File: config.mk
export PLATFORM = sky130hd
export DESIGN_NAME = restricted_deque_engine_unit
export DESIGN_NICKNAME = d
export VERILOG_FILES = /design/src/rde_pkg.sv /design/src/restricted_deque_engine_unit.sv /design/src/rde_front.sv /design/src/rde_cmdq.sv /design/src/rde_back.sv
export VERILOG_INCLUDE_DIRS = /design/src /design/src/src
export SDC_FILE = /design/constraint.sdc
export NUM_CORES = 1
export LEC_CHECK = 0
export ABC_AREA = 0
export BUFFER_PORTS_ARGS = -buffer_cell sky130_fd_sc_hd__buf_2
export CAP_MARGIN = 10
export CORE_ASPECT_RATIO = 0.6
export CORE_MARGIN = 4
export CORE_UTILIZATION = 50
export DETAILED_ROUTE_END_ITERATION = 12
export GPL_ROUTABILITY_DRIVEN = 0
export GPL_TIMING_DRIVEN = 1
export PLACE_DENSITY = 0.65
export SETUP_SLACK_MARGIN = 0.5
export SLEW_MARGIN = 15
export SYNTH_ARGS = -nofsm -noshare
export SYNTH_HDL_FRONTEND = slang
export SYNTH_SLANG_ARGS = --single-unit
File: constraint.sdc
create_clock -name clk -period 4.55 [get_ports clk]
set_input_delay 0.2275 -clock clk [delete_from_list [all_inputs] [get_ports clk]]
set_output_delay 0.2275 -clock clk [all_outputs]
set_load 0.02 [all_outputs]
File: src/restricted_deque_engine_unit_defines.svh
// Assertion macros shared by the deque engine RTL.
`ifndef RESTRICTED_DEQUE_ENGINE_UNIT_DEFINES_SVH
`define RESTRICTED_DEQUE_ENGINE_UNIT_DEFINES_SVH

// Same-cycle implication, sampled on clk, off while arst_n is low.
`define RDE_ASSERT_IMP(label, ante, cons) \
	label: assert property (@(posedge clk) disable iff (!arst_n) (ante) |-> (cons)) \
		else $error("rde assertion failed");

// Next-cycle implication, sampled on clk, off while arst_n is low.
`define RDE_ASSERT_NXT(label, ante, cons) \
	label: assert property (@(posedge clk) disable iff (!arst_n) (ante) |=> (cons)) \
		else $error("rde assertion failed");

`endif

File: src/rde_pkg.sv
// Shared codes and types of the restricted deque engine.
`timescale 1ns / 1ps
package rde_pkg;

	localparam int OP_W  = 3;
	localparam int ST_W  = 3;
	localparam int CAP_W = 5;
	localparam int CFG_AW = 1;

	localparam logic [OP_W-1:0] OP_PUSH_BACK  = 3'd0;
	localparam logic [OP_W-1:0] OP_PUSH_FRONT = 3'd1;
	localparam logic [OP_W-1:0] OP_POP_FRONT  = 3'd2;
	localparam logic [OP_W-1:0] OP_POP_BACK   = 3'd3;
	localparam logic [OP_W-1:0] OP_LIST       = 3'd4;

	localparam logic [ST_W-1:0] ST_OK         = 3'd0;
	localparam logic [ST_W-1:0] ST_OVERFLOW   = 3'd1;
	localparam logic [ST_W-1:0] ST_UNDERFLOW  = 3'd2;
	localparam logic [ST_W-1:0] ST_FORBIDDEN  = 3'd3;
	localparam logic [ST_W-1:0] ST_EMPTY_LIST = 3'd4;

	localparam logic [CFG_AW-1:0] CFG_MODE = 1'b0;
	localparam logic [CFG_AW-1:0] CFG_CAP  = 1'b1;

	localparam logic MODE_IN_RESTRICT  = 1'b0;
	localparam logic MODE_OUT_RESTRICT = 1'b1;

	localparam logic [CAP_W-1:0] CAP_RESET = 5'd16;

	localparam int CMDQ_DEPTH = 2;
	localparam int CMDQ_AW    = $clog2(CMDQ_DEPTH);

	// what the back end does with a request
	typedef enum logic [1:0] {
		KIND_NOTE,
		KIND_WRITE,
		KIND_READ,
		KIND_LIST
	} kind_t;

	typedef struct packed {
		kind_t            kind;
		logic [ST_W-1:0]  status;
	} ctl_t;

endpackage

File: src/restricted_deque_engine_unit.sv
// Restricted double-ended queue engine, top level.
//
// Requests enter on the s_* stream: s_tuser carries the opcode (push back,
// push front, pop front, pop back, list), s_tdata the word to push. Results
// leave on the m_* stream: m_tuser is the status, m_tdata the popped or
// listed word and the occupancy after the request, m_tlast marks the final
// result of a request. Mode and capacity are written through cfg_we,
// cfg_addr and cfg_wdata; the user must write them only while the engine
// is idle, which the block does not enforce. Push, pop and error requests
// give one result each; a listing gives one per held entry, as the back end
// reads the entry memory through its single read port once per cycle unless
// the output stalls. The front end accepts a new request every cycle while
// the two-entry request queue has room.
// Reset empties the queue, sets mode to input restricted and capacity to 16;
// entry memory is not cleared. When m_tready is low the output register
// holds, the back end stops, the request queue fills and s_tready drops.
`timescale 1ns / 1ps
module restricted_deque_engine_unit import rde_pkg::*; #(
	parameter int DEPTH = 16,
	parameter int DATA_WIDTH = 32,
	localparam int OCC_W = $clog2(DEPTH + 1),
	localparam int IN_DW = ((DATA_WIDTH + 7) / 8) * 8,
	localparam int OUT_DW = ((DATA_WIDTH + OCC_W + 7) / 8) * 8
) (
	input  logic                clk,
	input  logic                arst_n,
	input  logic                cfg_we,
	input  logic [CFG_AW-1:0]   cfg_addr,
	input  logic [CAP_W-1:0]    cfg_wdata,
	input  logic                s_tvalid,
	output logic                s_tready,
	input  logic [IN_DW-1:0]    s_tdata,   // push_value
	input  logic [OP_W-1:0]     s_tuser,   // opcode
	output logic                m_tvalid,
	input  logic                m_tready,
	output logic [OUT_DW-1:0]   m_tdata,   // data_out, occupancy
	output logic [ST_W-1:0]     m_tuser,   // status
	output logic                m_tlast
);

	localparam int AW = $clog2(DEPTH);
	localparam int CMD_W = $bits(ctl_t) + AW + OCC_W + DATA_WIDTH;

	logic                         cmd_push;
	logic [CMD_W-1:0]             cmd_in;
	logic                         cmd_full;
	logic                         cmd_valid;
	logic [CMD_W-1:0]             cmd_out;
	logic                         cmd_pop;
	logic signed [DATA_WIDTH-1:0] data_out;
	logic [OCC_W-1:0]             occupancy;

	rde_front #(.DEPTH(DEPTH), .DATA_WIDTH(DATA_WIDTH)) u_front (
		.clk        (clk),
		.arst_n     (arst_n),
		.cfg_we     (cfg_we),
		.cfg_addr   (cfg_addr),
		.cfg_wdata  (cfg_wdata),
		.in_valid   (s_tvalid),
		.in_ready   (s_tready),
		.opcode     (s_tuser),
		.push_value (s_tdata[DATA_WIDTH-1:0]),
		.cmd_push   (cmd_push),
		.cmd        (cmd_in),
		.cmd_full   (cmd_full)
	);

	rde_cmdq #(.W(CMD_W)) u_cmdq (
		.clk    (clk),
		.arst_n (arst_n),
		.push   (cmd_push),
		.din    (cmd_in),
		.full   (cmd_full),
		.pop    (cmd_pop),
		.valid  (cmd_valid),
		.dout   (cmd_out)
	);

	rde_back #(.DEPTH(DEPTH), .DATA_WIDTH(DATA_WIDTH)) u_back (
		.clk       (clk),
		.arst_n    (arst_n),
		.cmd_valid (cmd_valid),
		.cmd       (cmd_out),
		.cmd_pop   (cmd_pop),
		.out_valid (m_tvalid),
		.out_ready (m_tready),
		.status    (m_tuser),
		.data_out  (data_out),
		.last_item (m_tlast),
		.occupancy (occupancy)
	);

	assign m_tdata = OUT_DW'({occupancy, data_out});

endmodule

File: src/rde_front.sv
// Front end: config registers, pointer bookkeeping and request classification.
`timescale 1ns / 1ps
`include "restricted_deque_engine_unit_defines.svh"
module rde_front import rde_pkg::*; #(
	parameter int DEPTH = 16,
	parameter int DATA_WIDTH = 32,
	localparam int AW = $clog2(DEPTH),
	localparam int OCC_W = $clog2(DEPTH + 1),
	localparam int CMD_W = $bits(ctl_t) + AW + OCC_W + DATA_WIDTH
) (
	input  logic                         clk,
	input  logic                         arst_n,
	input  logic                         cfg_we,
	input  logic [CFG_AW-1:0]            cfg_addr,
	input  logic [CAP_W-1:0]             cfg_wdata,
	input  logic                         in_valid,
	output logic                         in_ready,
	input  logic [OP_W-1:0]              opcode,
	input  logic signed [DATA_WIDTH-1:0] push_value,
	output logic                         cmd_push,
	output logic [CMD_W-1:0]             cmd,
	input  logic                         cmd_full
);

	localparam int CW = (OCC_W > CAP_W) ? OCC_W : CAP_W;
	localparam int SW = AW + 2;

	logic              mode_q;
	logic [CAP_W-1:0]  cap_q;
	logic [AW-1:0]     head_q;
	logic [OCC_W-1:0]  count_q;

	logic [CW-1:0]     cap_w;
	logic [CW-1:0]     cnt_w;
	logic [CW-1:0]     limit_w;
	logic              full;
	logic              empty;
	logic              forbidden;
	logic [AW-1:0]     head_inc;
	logic [AW-1:0]     head_dec;
	logic [SW-1:0]     tail_sum;

	ctl_t              ctl;
	logic [AW-1:0]     addr;
	logic [AW-1:0]     head_d;
	logic [OCC_W-1:0]  count_d;

	function automatic logic [AW-1:0] wrap_idx(input logic [SW-1:0] v);
		logic [SW-1:0] d;
		d = v - SW'(DEPTH);
		return (v >= SW'(DEPTH)) ? d[AW-1:0] : v[AW-1:0];
	endfunction

	assign cap_w   = CW'(cap_q);
	assign cnt_w   = CW'(count_q);
	assign limit_w = (cap_w == '0) ? CW'(1) : ((cap_w > CW'(DEPTH)) ? CW'(DEPTH) : cap_w);
	assign full    = cnt_w >= limit_w;
	assign empty   = count_q == '0;

	assign forbidden = (opcode > OP_LIST) ||
		(opcode == OP_PUSH_FRONT && mode_q == MODE_IN_RESTRICT) ||
		(opcode == OP_POP_BACK && mode_q == MODE_OUT_RESTRICT);

	assign head_inc = wrap_idx(SW'(head_q) + SW'(1));
	assign head_dec = (head_q == '0) ? AW'(DEPTH - 1) : head_q - AW'(1);
	assign tail_sum = SW'(head_q) + SW'(count_q);

	always_comb begin
		ctl     = '{kind: KIND_NOTE, status: ST_OK};
		addr    = head_q;
		head_d  = head_q;
		count_d = count_q;
		if (forbidden) begin
			ctl.status = ST_FORBIDDEN;
		end else begin
			unique case (opcode) inside
				OP_PUSH_BACK, OP_PUSH_FRONT: begin
					if (full) begin
						ctl.status = ST_OVERFLOW;
					end else begin
						ctl.kind = KIND_WRITE;
						count_d  = count_q + OCC_W'(1);
						if (opcode == OP_PUSH_BACK) begin
							addr = wrap_idx(tail_sum);
						end else begin
							addr   = head_dec;
							head_d = head_dec;
						end
					end
				end
				OP_POP_FRONT, OP_POP_BACK: begin
					if (empty) begin
						ctl.status = ST_UNDERFLOW;
					end else begin
						ctl.kind = KIND_READ;
						count_d  = count_q - OCC_W'(1);
						if (opcode == OP_POP_FRONT) begin
							head_d = head_inc;
						end else begin
							addr = wrap_idx(tail_sum - SW'(1));
						end
					end
				end
				default: begin
					if (empty) begin
						ctl.status = ST_EMPTY_LIST;
					end else begin
						ctl.kind = KIND_LIST;
					end
				end
			endcase
		end
	end

	assign in_ready = !cmd_full;
	assign cmd_push = in_valid && in_ready;
	assign cmd      = {ctl, addr, count_d, push_value};

	always_ff @(posedge clk or negedge arst_n) begin
		if (!arst_n) begin
			mode_q  <= MODE_IN_RESTRICT;
			cap_q   <= CAP_RESET;
			head_q  <= '0;
			count_q <= '0;
		end else begin
			if (cfg_we) begin
				unique case (cfg_addr)
					CFG_MODE: mode_q <= cfg_wdata[0];
					CFG_CAP:  cap_q  <= cfg_wdata;
					default:  ;
				endcase
			end
			if (cmd_push) begin
				head_q  <= head_d;
				count_q <= count_d;
			end
		end
	end

	`RDE_ASSERT_IMP(a_count_bound, 1'b1, count_q <= OCC_W'(DEPTH))
	`RDE_ASSERT_IMP(a_head_bound, 1'b1, head_q <= AW'(DEPTH - 1))

endmodule

File: src/rde_cmdq.sv
// Short request queue between the front and back ends.
`timescale 1ns / 1ps
module rde_cmdq import rde_pkg::*; #(
	parameter int W = 8
) (
	input  logic         clk,
	input  logic         arst_n,
	input  logic         push,
	input  logic [W-1:0] din,
	output logic         full,
	input  logic         pop,
	output logic         valid,
	output logic [W-1:0] dout
);

	logic [W-1:0]         slot_q [CMDQ_DEPTH];
	logic [CMDQ_AW-1:0]   wptr_q;
	logic [CMDQ_AW-1:0]   rptr_q;
	logic [CMDQ_AW:0]     cnt_q;
	logic                 do_pop;

	assign full   = cnt_q == (CMDQ_AW + 1)'(CMDQ_DEPTH);
	assign valid  = cnt_q != '0;
	assign dout   = slot_q[rptr_q];
	assign do_pop = pop && valid;

	always_ff @(posedge clk or negedge arst_n) begin
		if (!arst_n) begin
			wptr_q <= '0;
			rptr_q <= '0;
			cnt_q  <= '0;
		end else begin
			if (push) wptr_q <= wptr_q + CMDQ_AW'(1);
			if (do_pop) rptr_q <= rptr_q + CMDQ_AW'(1);
			if (push && !do_pop) cnt_q <= cnt_q + (CMDQ_AW + 1)'(1);
			else if (!push && do_pop) cnt_q <= cnt_q - (CMDQ_AW + 1)'(1);
		end
	end

	always_ff @(posedge clk) begin
		if (push) slot_q[wptr_q] <= din;
	end

endmodule

File: src/rde_back.sv
// Back end: entry memory, list sequencing and the output register.
`timescale 1ns / 1ps
`include "restricted_deque_engine_unit_defines.svh"
module rde_back import rde_pkg::*; #(
	parameter int DEPTH = 16,
	parameter int DATA_WIDTH = 32,
	localparam int AW = $clog2(DEPTH),
	localparam int OCC_W = $clog2(DEPTH + 1),
	localparam int CMD_W = $bits(ctl_t) + AW + OCC_W + DATA_WIDTH
) (
	input  logic                         clk,
	input  logic                         arst_n,
	input  logic                         cmd_valid,
	input  logic [CMD_W-1:0]             cmd,
	output logic                         cmd_pop,
	output logic                         out_valid,
	input  logic                         out_ready,
	output logic [ST_W-1:0]              status,
	output logic signed [DATA_WIDTH-1:0] data_out,
	output logic                         last_item,
	output logic [OCC_W-1:0]             occupancy
);

	logic [DATA_WIDTH-1:0] mem [DEPTH];

	ctl_t                  c_ctl;
	logic [AW-1:0]         c_addr;
	logic [OCC_W-1:0]      c_occ;
	logic [DATA_WIDTH-1:0] c_data;

	logic                  out_free;
	logic                  s1_free;
	logic                  issue;
	logic                  is_list;
	logic                  last;
	logic [AW-1:0]         rd_addr;

	logic [OCC_W-1:0]      idx_q;
	logic [AW-1:0]         lptr_q;

	logic                  vld_s1;
	logic [DATA_WIDTH-1:0] rd_s1;
	logic [ST_W-1:0]       st_s1;
	logic [OCC_W-1:0]      occ_s1;
	logic                  last_s1;
	logic                  mem_s1;

	logic                  out_valid_q;
	logic [ST_W-1:0]       status_q;
	logic [DATA_WIDTH-1:0] data_q;
	logic                  last_q;
	logic [OCC_W-1:0]      occ_q;

	assign {c_ctl, c_addr, c_occ, c_data} = cmd;

	assign out_free = !out_valid_q || out_ready;
	assign s1_free  = !vld_s1 || out_free;
	assign issue    = cmd_valid && s1_free;
	assign is_list  = c_ctl.kind == KIND_LIST;
	assign rd_addr  = (is_list && idx_q != '0) ? lptr_q : c_addr;
	assign last     = !is_list || (idx_q == c_occ - OCC_W'(1));
	assign cmd_pop  = issue && last;

	always_ff @(posedge clk or negedge arst_n) begin
		if (!arst_n) begin
			vld_s1      <= 1'b0;
			out_valid_q <= 1'b0;
			idx_q       <= '0;
		end else begin
			if (issue) vld_s1 <= 1'b1;
			else if (out_free) vld_s1 <= 1'b0;
			if (out_free) out_valid_q <= vld_s1;
			if (issue) idx_q <= last ? '0 : idx_q + OCC_W'(1);
		end
	end

	always_ff @(posedge clk) begin
		if (issue) begin
			if (c_ctl.kind == KIND_WRITE) mem[c_addr] <= c_data;
			rd_s1   <= mem[rd_addr];
			lptr_q  <= (rd_addr == AW'(DEPTH - 1)) ? '0 : rd_addr + AW'(1);
			st_s1   <= c_ctl.status;
			occ_s1  <= c_occ;
			last_s1 <= last;
			mem_s1  <= (c_ctl.kind == KIND_READ) || is_list;
		end
		if (out_free && vld_s1) begin
			status_q <= st_s1;
			data_q   <= mem_s1 ? rd_s1 : '0;
			last_q   <= last_s1;
			occ_q    <= occ_s1;
		end
	end

	assign out_valid = out_valid_q;
	assign status    = status_q;
	assign data_out  = data_q;
	assign last_item = last_q;
	assign occupancy = occ_q;

	`RDE_ASSERT_IMP(a_idx_in_list, idx_q != '0, cmd_valid && is_list && idx_q < c_occ)
	`RDE_ASSERT_NXT(a_idx_restart, issue && last, idx_q == '0)
	`RDE_ASSERT_IMP(a_err_zero, out_valid_q && status_q != ST_OK, data_q == '0)

endmodule
; ---- After elaboration in Yosys (flattened, before gate mapping)
; Memories as Yosys holds them, arrays and structs flattened. A register that Yosys moved wholly into a read port is not among the register bits.
; Index checks and enable logic that the tools add are counted.
[classes]
addsub = 16
n_lt_le_gt_ge = 6
n_eq_ne = 13
muxes = 41
bitwise = 3
reduce_logical = 36
[ops]
columns = operator, n
row1 = $mux 4, 14
row2 = $mux 5, 6
row3 = $pmux 5 s2, 2
row4 = $pmux 4 s2, 2
row5 = $sub 4x1->4 const B, 4
row6 = $ge 6x5->1 const B, 2
row7 = $mux 2, 6
row8 = $add 5x1->5 const B, 2
row9 = $logic_and 1x1->1, 10
row10 = $logic_not 5->1, 2
row11 = $sub 5x1->5 const B, 2
row12 = $mux 1, 9
row13 = $reduce_bool 2->1, 4
row14 = $reduce_and 7->1, 1
row15 = $add 4x5->6, 1
row16 = $eq 2x2->1 const B, 3
row17 = $eq 3x2->1 const B, 2
row18 = $logic_not 1->1, 6
row19 = $logic_or 1x1->1, 6
row20 = $mux 3, 2
row21 = $ne 2x2->1 const B, 3
row22 = $sub 6x1->6 const B, 1
row23 = $add 4x1->5 const B, 1
row24 = $eq 5x5->1, 1
row25 = other kinds (18), 23
[word_totals]
ff_bits = 81
ramBits = 604
inputBits = 46
out_inout_bits = 46
wordCells = 136
mem_count = 2
[mem_list]
columns = name, depth, width, read_ports, rd_ports_with_merged_regs, wr, line
row1 = u_back.mem, 16, 32, 1, 1, 1, rde_back.sv:24  ; logic [DATA_WIDTH-1:0] mem [DEPTH];
row2 = u_cmdq.slot_q, 2, 46, 1, 0, 1, rde_cmdq.sv:16  ; logic [W-1:0] slot_q [CMDQ_DEPTH];

; ---- Logic depth before layout (Yosys ltp)
; Gate-level depths: netlist of run 1.
[logic_depth]
word_depth = 9
ltp_mapped = 13
depth_no_buf = 12

; ---- Modules after synthesis
; Synthesis of run 1 repeated with hierarchy kept, for this count alone.
[hier_totals]
hier_cells = 1859
area_unflattened_um2 = 29530.8
[modules_own_cells]
columns = mod, n_inst, cells_per_inst, area_each_um2, seq_area_each_um2
row1 = rde_back, 1, 1445, 23891.7, 18162.4
row2 = rde_cmdq, 1, 159, 3632.2, 2862.7
row3 = rde_front, 1, 251, 1980.6, 376.6
row4 = restricted_deque_engine_unit, 1, 4, 26.3, 0.0

; ---- Worst setup path after synthesis of run 1
; Ideal clock, no wire load.
[synth_timing]
path_type = register to register
start = register u_cmdq.rptr_q
end = memory u_back.mem[7][0] (enable)
setup_time_ps = 421
arrival_time_ps = 3077
required_ps = 4129
setup_slack_ps = 1052
stages_incl_launch_ff = 6
n_path_buf = 2
period_less_slack_ps = 3498
path_cell_list = dfrtp_1 -> buf_4 -> buf_2 -> mux2_2 -> or4_1 -> nor2_1
[synth_via]
elab_chain_len = 5
[synth_lines]
columns = item, line
row1 = "start, declared", rde_cmdq.sv:18  ; logic [CMDQ_AW-1:0] rptr_q;
row2 = "start signal, assigned", rde_cmdq.sv:34  ; if (do_pop) rptr_q <= rptr_q + CMDQ_AW'(1);
row3 = $mem_v2 2x46 (*), n/a
row4 = $eq 2x1->1, rde_back.sv:79  ; if (c_ctl.kind == KIND_WRITE) mem[c_addr] <= c_data;
row5 = $mux 1, rde_back.sv:79
row6 = $mux 1, rde_back.sv:78  ; if (issue) begin
row7 = $mux 1 (not written as such), rde_back.sv:79
row8 = "end, declared", rde_back.sv:24
; Every way passes the cells marked *; elsewhere a longest branch is shown, timed or not.

; ---- Worst setup path after layout of run 1
[layout_timing]
start = register u_cmdq.rptr_q
end = register u_back.rd_s1[31] (read register of u_back.mem), data pin
[layout_via]
elab_chain_len = 4
[layout_lines]
columns = item, line
row1 = $mem_v2 2x46 (*), n/a
row2 = $eq 2x2->1, rde_back.sv:59  ; assign is_list = c_ctl.kind == KIND_LIST;
row3 = $logic_and 1x1->1, rde_back.sv:60  ; assign rd_addr = (is_list && idx_q != '0) ? lptr_q : c_addr;
row4 = $mux 4 (*), rde_back.sv:60
row5 = "end, declared", rde_back.sv:42  ; logic [DATA_WIDTH-1:0] rd_s1;
; Marked as above.
; A chain may end at the register's enable or synchronous reset.

==> results of run 1 <==
state kept, by name, indices dropped and copies added, names as in the netlist, 32 cells and up:
signal,cells
u_back.mem,512
u_back.rd_s1,32
u_back.data_out,32
u_cmdq.slot_q,92
layout by cell type (no fill, tap or decap), types with 7 or more instances in the layout:
master / count
dlygate4sd3_1: 41
dfrtp_1: 24
nand3_1: 79
a22oi_1: 33
edfxtp_1: 691
nand2_1: 197
a21oi_1: 17
clkbuf_1: 11
inv_1: 20
mux2i_1: 69
a221oi_1: 56
buf_4: 30
nor2_1: 29
nor2_4: 17
a31oi_1: 7
xnor2_1: 14
bufinv_16: 8
a221oi_2: 7
mux4_2: 64
buf_12: 16
and2_1: 33
clkinv_2: 7
mux2_2: 114
o21ai_0: 110
buf_2: 88
clkbuf_16: 69
clkinv_1: 12
nand2b_1: 10
ha_1: 18
cell families (layout without fill, tap and decap cells):
group           Yosys count  after routing  synth area share
flops                   717            717             0.719
other cells               1              3          0.000126
buf+inv                 129            318            0.0208
xor+xnor                 21             21           0.00710
simple gates            400            400            0.0613
compound gates          283            283            0.0662
mux                     251            251             0.117
fa+ha+maj                19             19           0.00824
worst reg2reg max path, delay by kind of cell, from the launching register on:
kind | cells | cell delay, ns
compound gates | 4 | 1.47
buf+inv | 2 | 1.08
flops | 1 | 0.71
simple gates | 2 | 0.35
cell type report:
type,count,area share
Inverter,22,0.00243
Sequential cell,717,0.630
Multi-Input combinational cell,977,0.233
Timing Repair Buffer,175,0.0411
Clock inverter,39,0.0124
Clock buffer,82,0.0529
Tap cell,770,0.0284
how the worst min path moves through the flow:
stage,end,cells after the start
after floorplan,u_back.idx_q[0],0
after global placement,u_front.head_q[2],1
after detailed placement,u_front.head_q[2],1
after CTS,u_front.cap_q[4],3
after global routing,u_front.cap_q[4],3
final,u_front.cap_q[2],3
timing repair:
item,4_1_cts,5_1_grt
resized for setup,0,0
hold endpoints to repair,98,0
hold buffers,41,0
setup buffers,0,0
per-stage QoR:
step	instance area [um^2]	hold WS, ns
finish	34000	0.125
global route	34000	0.109
CTS	34000	0.0805
detailed placement	31300	0.306
global placement	31300	0.291
floorplan	29800	-0.0681
metal layers:
| layer | GRT usage | vias up | wire (um) |
|---|---|---|---|
| met3 | 0.0406 | 83 | 5440 |
| met1 | 0.357 | 8760 | 33400 |
| met2 | 0.332 | 713 | 31800 |
| met5 | 0 | - | 0 |
| met4 | 0.0522 | 0 | 1240 |
| li1 | - | 7447 | - |
power by group:
| part | internal [W] | leakage, nW | total, W | switching [W] |
|---|---|---|---|---|
| logic | 0.00297 | 3.98 | 0.00813 | 0.00516 |
| clock network | 0.00329 | 1.07 | 0.00574 | 0.00245 |
| registers | 0.00902 | 6.62 | 0.00944 | 0.000415 |
| total | 0.0153 | 11.7 | 0.0233 | 0.00802 |
==> metrics.txt, run 1 <==
first-pass GRT wire length approximately 110 mm; Longest Clk Path Bufs 3; DRC Markers 0; kind of critical path flip-flop to flip-flop; die area roughly 64000 um^2; number of flops mapped to enable cells by yosys just under 700; cells along the critical path nand3b_1 > a21o_4 > buf_4 > o21ai_4 > buf_12 > a221oi_1 > o21ai_0 > nand2_1; WP data required 5.03 ns; fin. max-slew vios 0; startpoint type of the worst setup path flip-flop; Layout Nets about 2000; top post-synthesis cells by area edfxtp_1 (70%), mux4_2 (4.8%), mux2_2 (4.3%); Initial Util 0.512; top cells by count, synth edfxtp_1 (691), nand2_1 (197), mux2_2 (114), o21ai_0 (110), nand3_1 (79); Post-synth ARST share 0.0363; Sequential Area roughly 21000 um^2; final setup margin 0.808 ns; worst r2r path cells 8; worst slack at placement 0.803 ns; Yosys reg bits 717; setup violators final 0; Yosys cell types ~70; root buffer cell clkbuf_16; Detail Placement HPWL about 41 mm; Leakage roughly 12 nW; Synth top area share 0.697; cell with the most instances after synthesis edfxtp_1; R2R setup slack 0.81 ns; Crit path depth 8; Worst-path clk slew ~0.07 ns; antenna violations before repair 0; Total GRT Usage 0.227; IO Pins between 90 and 100; share of cells above drive strength 1 0.225; fmax around 270 MHz; CTS tree done; vias in the first global route between 15000 and 20000; DRT iter0 DRCs roughly 1800; Clock Latency Late Sink 0.61 ns; Slowest Stage Delay on Critical Path roughly 0.74 ns; Post-Syn Instances 1821; via count 17003; WL/cell 25.8 um; min Tclk post-route 3.74 ns; drt total wl roughly 72 mm; Cell Pwr Density 686 nW/um^2; Max FO, Critical Path 76; crit path max-delay cell type buf_4; count of input and output buffers 88; status complete, no violations; n_diodes 0; post-synthesis sequential area ratio 0.719; Top FF cell, synth edfxtp_1; crit path capture u_back.rd_s1[31]; average vias per placed instance ~6.1; fill count ~4400; # clock sinks ~720; fin util 0.584; CTS buffer count 67; largest net degree at the start of global routing 77; die extent in y 197 um; cell taking the most area after synthesis edfxtp_1; H-Tree Level Count 3; worst setup path startpoint u_cmdq.rptr_q; Buf/Inv on CP 2; Synth Warn # 0; reg-to-reg startpoint u_cmdq.rptr_q; Post-DRT Antenna Nets 0; post-route clock period utilization 0.822; synthesized area per cell about 16 um^2; Slew HR 0.233; Cell Rows 68; Clock Skews between 0.02 and 0.025 ns; Mapped Area 29800 um^2; DRT Pass-1 Iters 5; hold wc startpoint cfg_addr; setup TNS 0 ns; unrepaired setup endpoints after global routing false; Peak VDD IR between 0.0005 and 0.0006 V; maxcap violations 0; die width around 320 um; Multi-input gate area between 7000 and 8000 um^2; Synth-to-Final Area Change 14.1%; global route overflow 0; cell family contributing the most delay on the critical path compound AO/OA/AOI/OAI gates; total power between 0.02 and 0.025 W; Finished Layout Cells approximately 2800; HP Class primary input to flip-flop; r2r endpoint u_back.rd_s1[31]; Worst Max-Slew Pin Slew ~1.2 ns; final hold viol count 0; Crit. End Element flip-flop; Core Box Area between 50000 and 60000 um^2; placed insts 2620; Data arrival, critical path 4.22 ns
Note: power is estimated with default switching activity, not from simulation.
==> inputs of run 2 (changes only) <==
- clock period: 4.55 -> 3.6 ns (I/O delays scaled with it)
==> metrics.txt, run 2 (synthesis results as in run 1) <==
maxcap violations 0; Worst-path clk slew around 0.06 ns; top flop regs u_back.mem x512, u_cmdq.slot_q x92; Crit. End Element flip-flop; share of cells above drive strength 1 0.240; WL/cell between 20 and 30 um; fmax about 330 MHz; Layout Nets ~2100; final hold viol count 0; fin util 0.588; Psw between 0.01 and 0.015 W; Post-DRT Antenna Nets 0; Synth-to-Final Area Change 14.9%; Sw Share 0.349; min Tclk post-route 3.01 ns; largest net degree at the start of global routing between 80 and 90; WP data required 3.93 ns; Slowest Stage Delay on Critical Path ~0.65 ns; vias in the first global route roughly 17000; total power 0.0295 W; Leakage 11.8 nW; Slew HR 0.376; R2R setup slack around 0.59 ns; DRC Markers 0; commonest cells after routing, fill and taps aside edfxtp_1 (691), nand2_1 (197), mux2_2 (114); setup TNS 0 ns; Max FO, Critical Path 66; drt total wl between 70 and 80 mm; die width between 300 and 400 um; cells along the critical path buf_2 > nand3b_1 > a21o_4 > buf_4 > mux2_8 > mux4_2 > a22oi_1 > nand2_1; Clock Latency Late Sink 0.61 ns; Clk pwr share 0.226; commonest non-fill, non-tap cell in the layout edfxtp_1; IO Pins 92; DRT iter0 DRCs 1801; Cell Rows 68; CTS buffer count 66; antenna violations before repair 0; DRT Pass-1 Iters 5; CTS tree done; # clock sinks approximately 720; internal power 0.0192 W; first-pass GRT wire length 109 mm; Reg power frac 0.405; die area 63600 um^2; Total GRT Usage 0.230; Worst Max-Slew Pin Slew roughly 0.93 ns; Most flops, register u_back.mem; Clock Skews about 0.020 ns; startpoint type of the worst setup path flip-flop; Peak VDD IR 0.000670 V; global route overflow 0; Fin Hold WS between 0.08 and 0.09 ns; Longest Clk Path Bufs 3; crit path max-delay cell type mux2_8; worst slack at placement around 0.46 ns; n_diodes 0; combinational share of power 0.369; Data arrival, critical path ~3.3 ns; post-route clock period utilization 0.837; HP Class primary input to flip-flop; count of input and output buffers 88; final setup margin 0.585 ns; fin. max-slew vios 0; Cell Pwr Density approximately 860 nW/um^2; kind of critical path flip-flop to flip-flop; setup violators final 0; Detail Placement HPWL between 40 and 50 mm; H-Tree Level Count 3; average vias per placed instance 6.07; Initial Util 0.512; via count between 15000 and 20000; Core Box Area 58200 um^2; root buffer cell clkbuf_16; status complete, no violations; max FFs per register about 510; die extent in y 197 um; unrepaired setup endpoints after global routing true
==> run 2: path summary, 6_finish.rpt <==
| path | from | cells past startpoint | endpoint |
|---|---|---|---|
| min in group asynchronous | arst_n | 2 | u_front.cnt_w[2] |
| min reg2reg | u_back.occ_s1[2] | 0 | u_back.occupancy[2] |
| max | u_cmdq.rptr_q | 8 | u_back.rd_s1[29] |
| max reg2reg | u_cmdq.rptr_q | 8 | u_back.rd_s1[29] |
| min | s_tuser[1] | 2 | u_front.cnt_w[1] |
| max in group asynchronous | arst_n | 2 | u_cmdq.rptr_q |
==> run 2: per-layer routing <==
metal,GRT usage,up-vias,wire (um)
li1,-,7530,-
met1,0.352,8840,33800
met2,0.345,656,32300
met3,0.0439,90,5460
met4,0.0517,0,1210
met5,0,-,0
==> run 2: critical path, delay by kind of cell (launching register included) <==
kind	cells	cell delay (ns)
multiplexers	2	1.06
AO/OA/AOI/OAI	2	0.49
flip-flops	1	0.47
AND/OR/NAND/NOR	2	0.37
buffers and inverters	2	0.34
==> run 2: final cells by class <==
cell class,count,area (um^2)
Multi-Input combinational cell,977,7950
Clock inverter,37,282
Tap cell,770,963
Sequential cell,717,21400
Fill cell,4428,24000
Inverter,22,82.6
Clock buffer,79,1720
Timing Repair Buffer,218,1810
==> run 2: repair_timing <==
| action | CTS | global route |
|---|---|---|
| cloned | 0 | 4 |
| pin swaps | 0 | 3 |
| endpoints found under the setup margin | 1 | 68 |
| gates resized for setup | 1 | 27 |
| hold endpoints to repair | 99 | 0 |
| hold buffers | 41 | 0 |
| setup buffers | 2 | 14 |
==> run 2: stage by stage <==
stage / instance area, um^2 / std cells
4_1_cts: 33900 / 2802
6_report: 34200 / 2820
5_1_grt: 34200 / 2820
3_5_place_dp: 31500 / 2643
2_1_floorplan: 29800 / 1823
3_3_place_gp: 31500 / 2643
==> run 2: power groups by stage <==
stage	registers [W]	logic, W	clock network, W
6_report	0.0120	0.0109	0.00669
5_1_grt	0.0120	0.0118	0.00722
4_1_cts	0.0120	0.0105	0.00682
3_5_place_dp	0.0121	0.0104	0
3_3_place_gp	0.0121	0.0102	0
2_1_floorplan	0.0121	0.00699	0
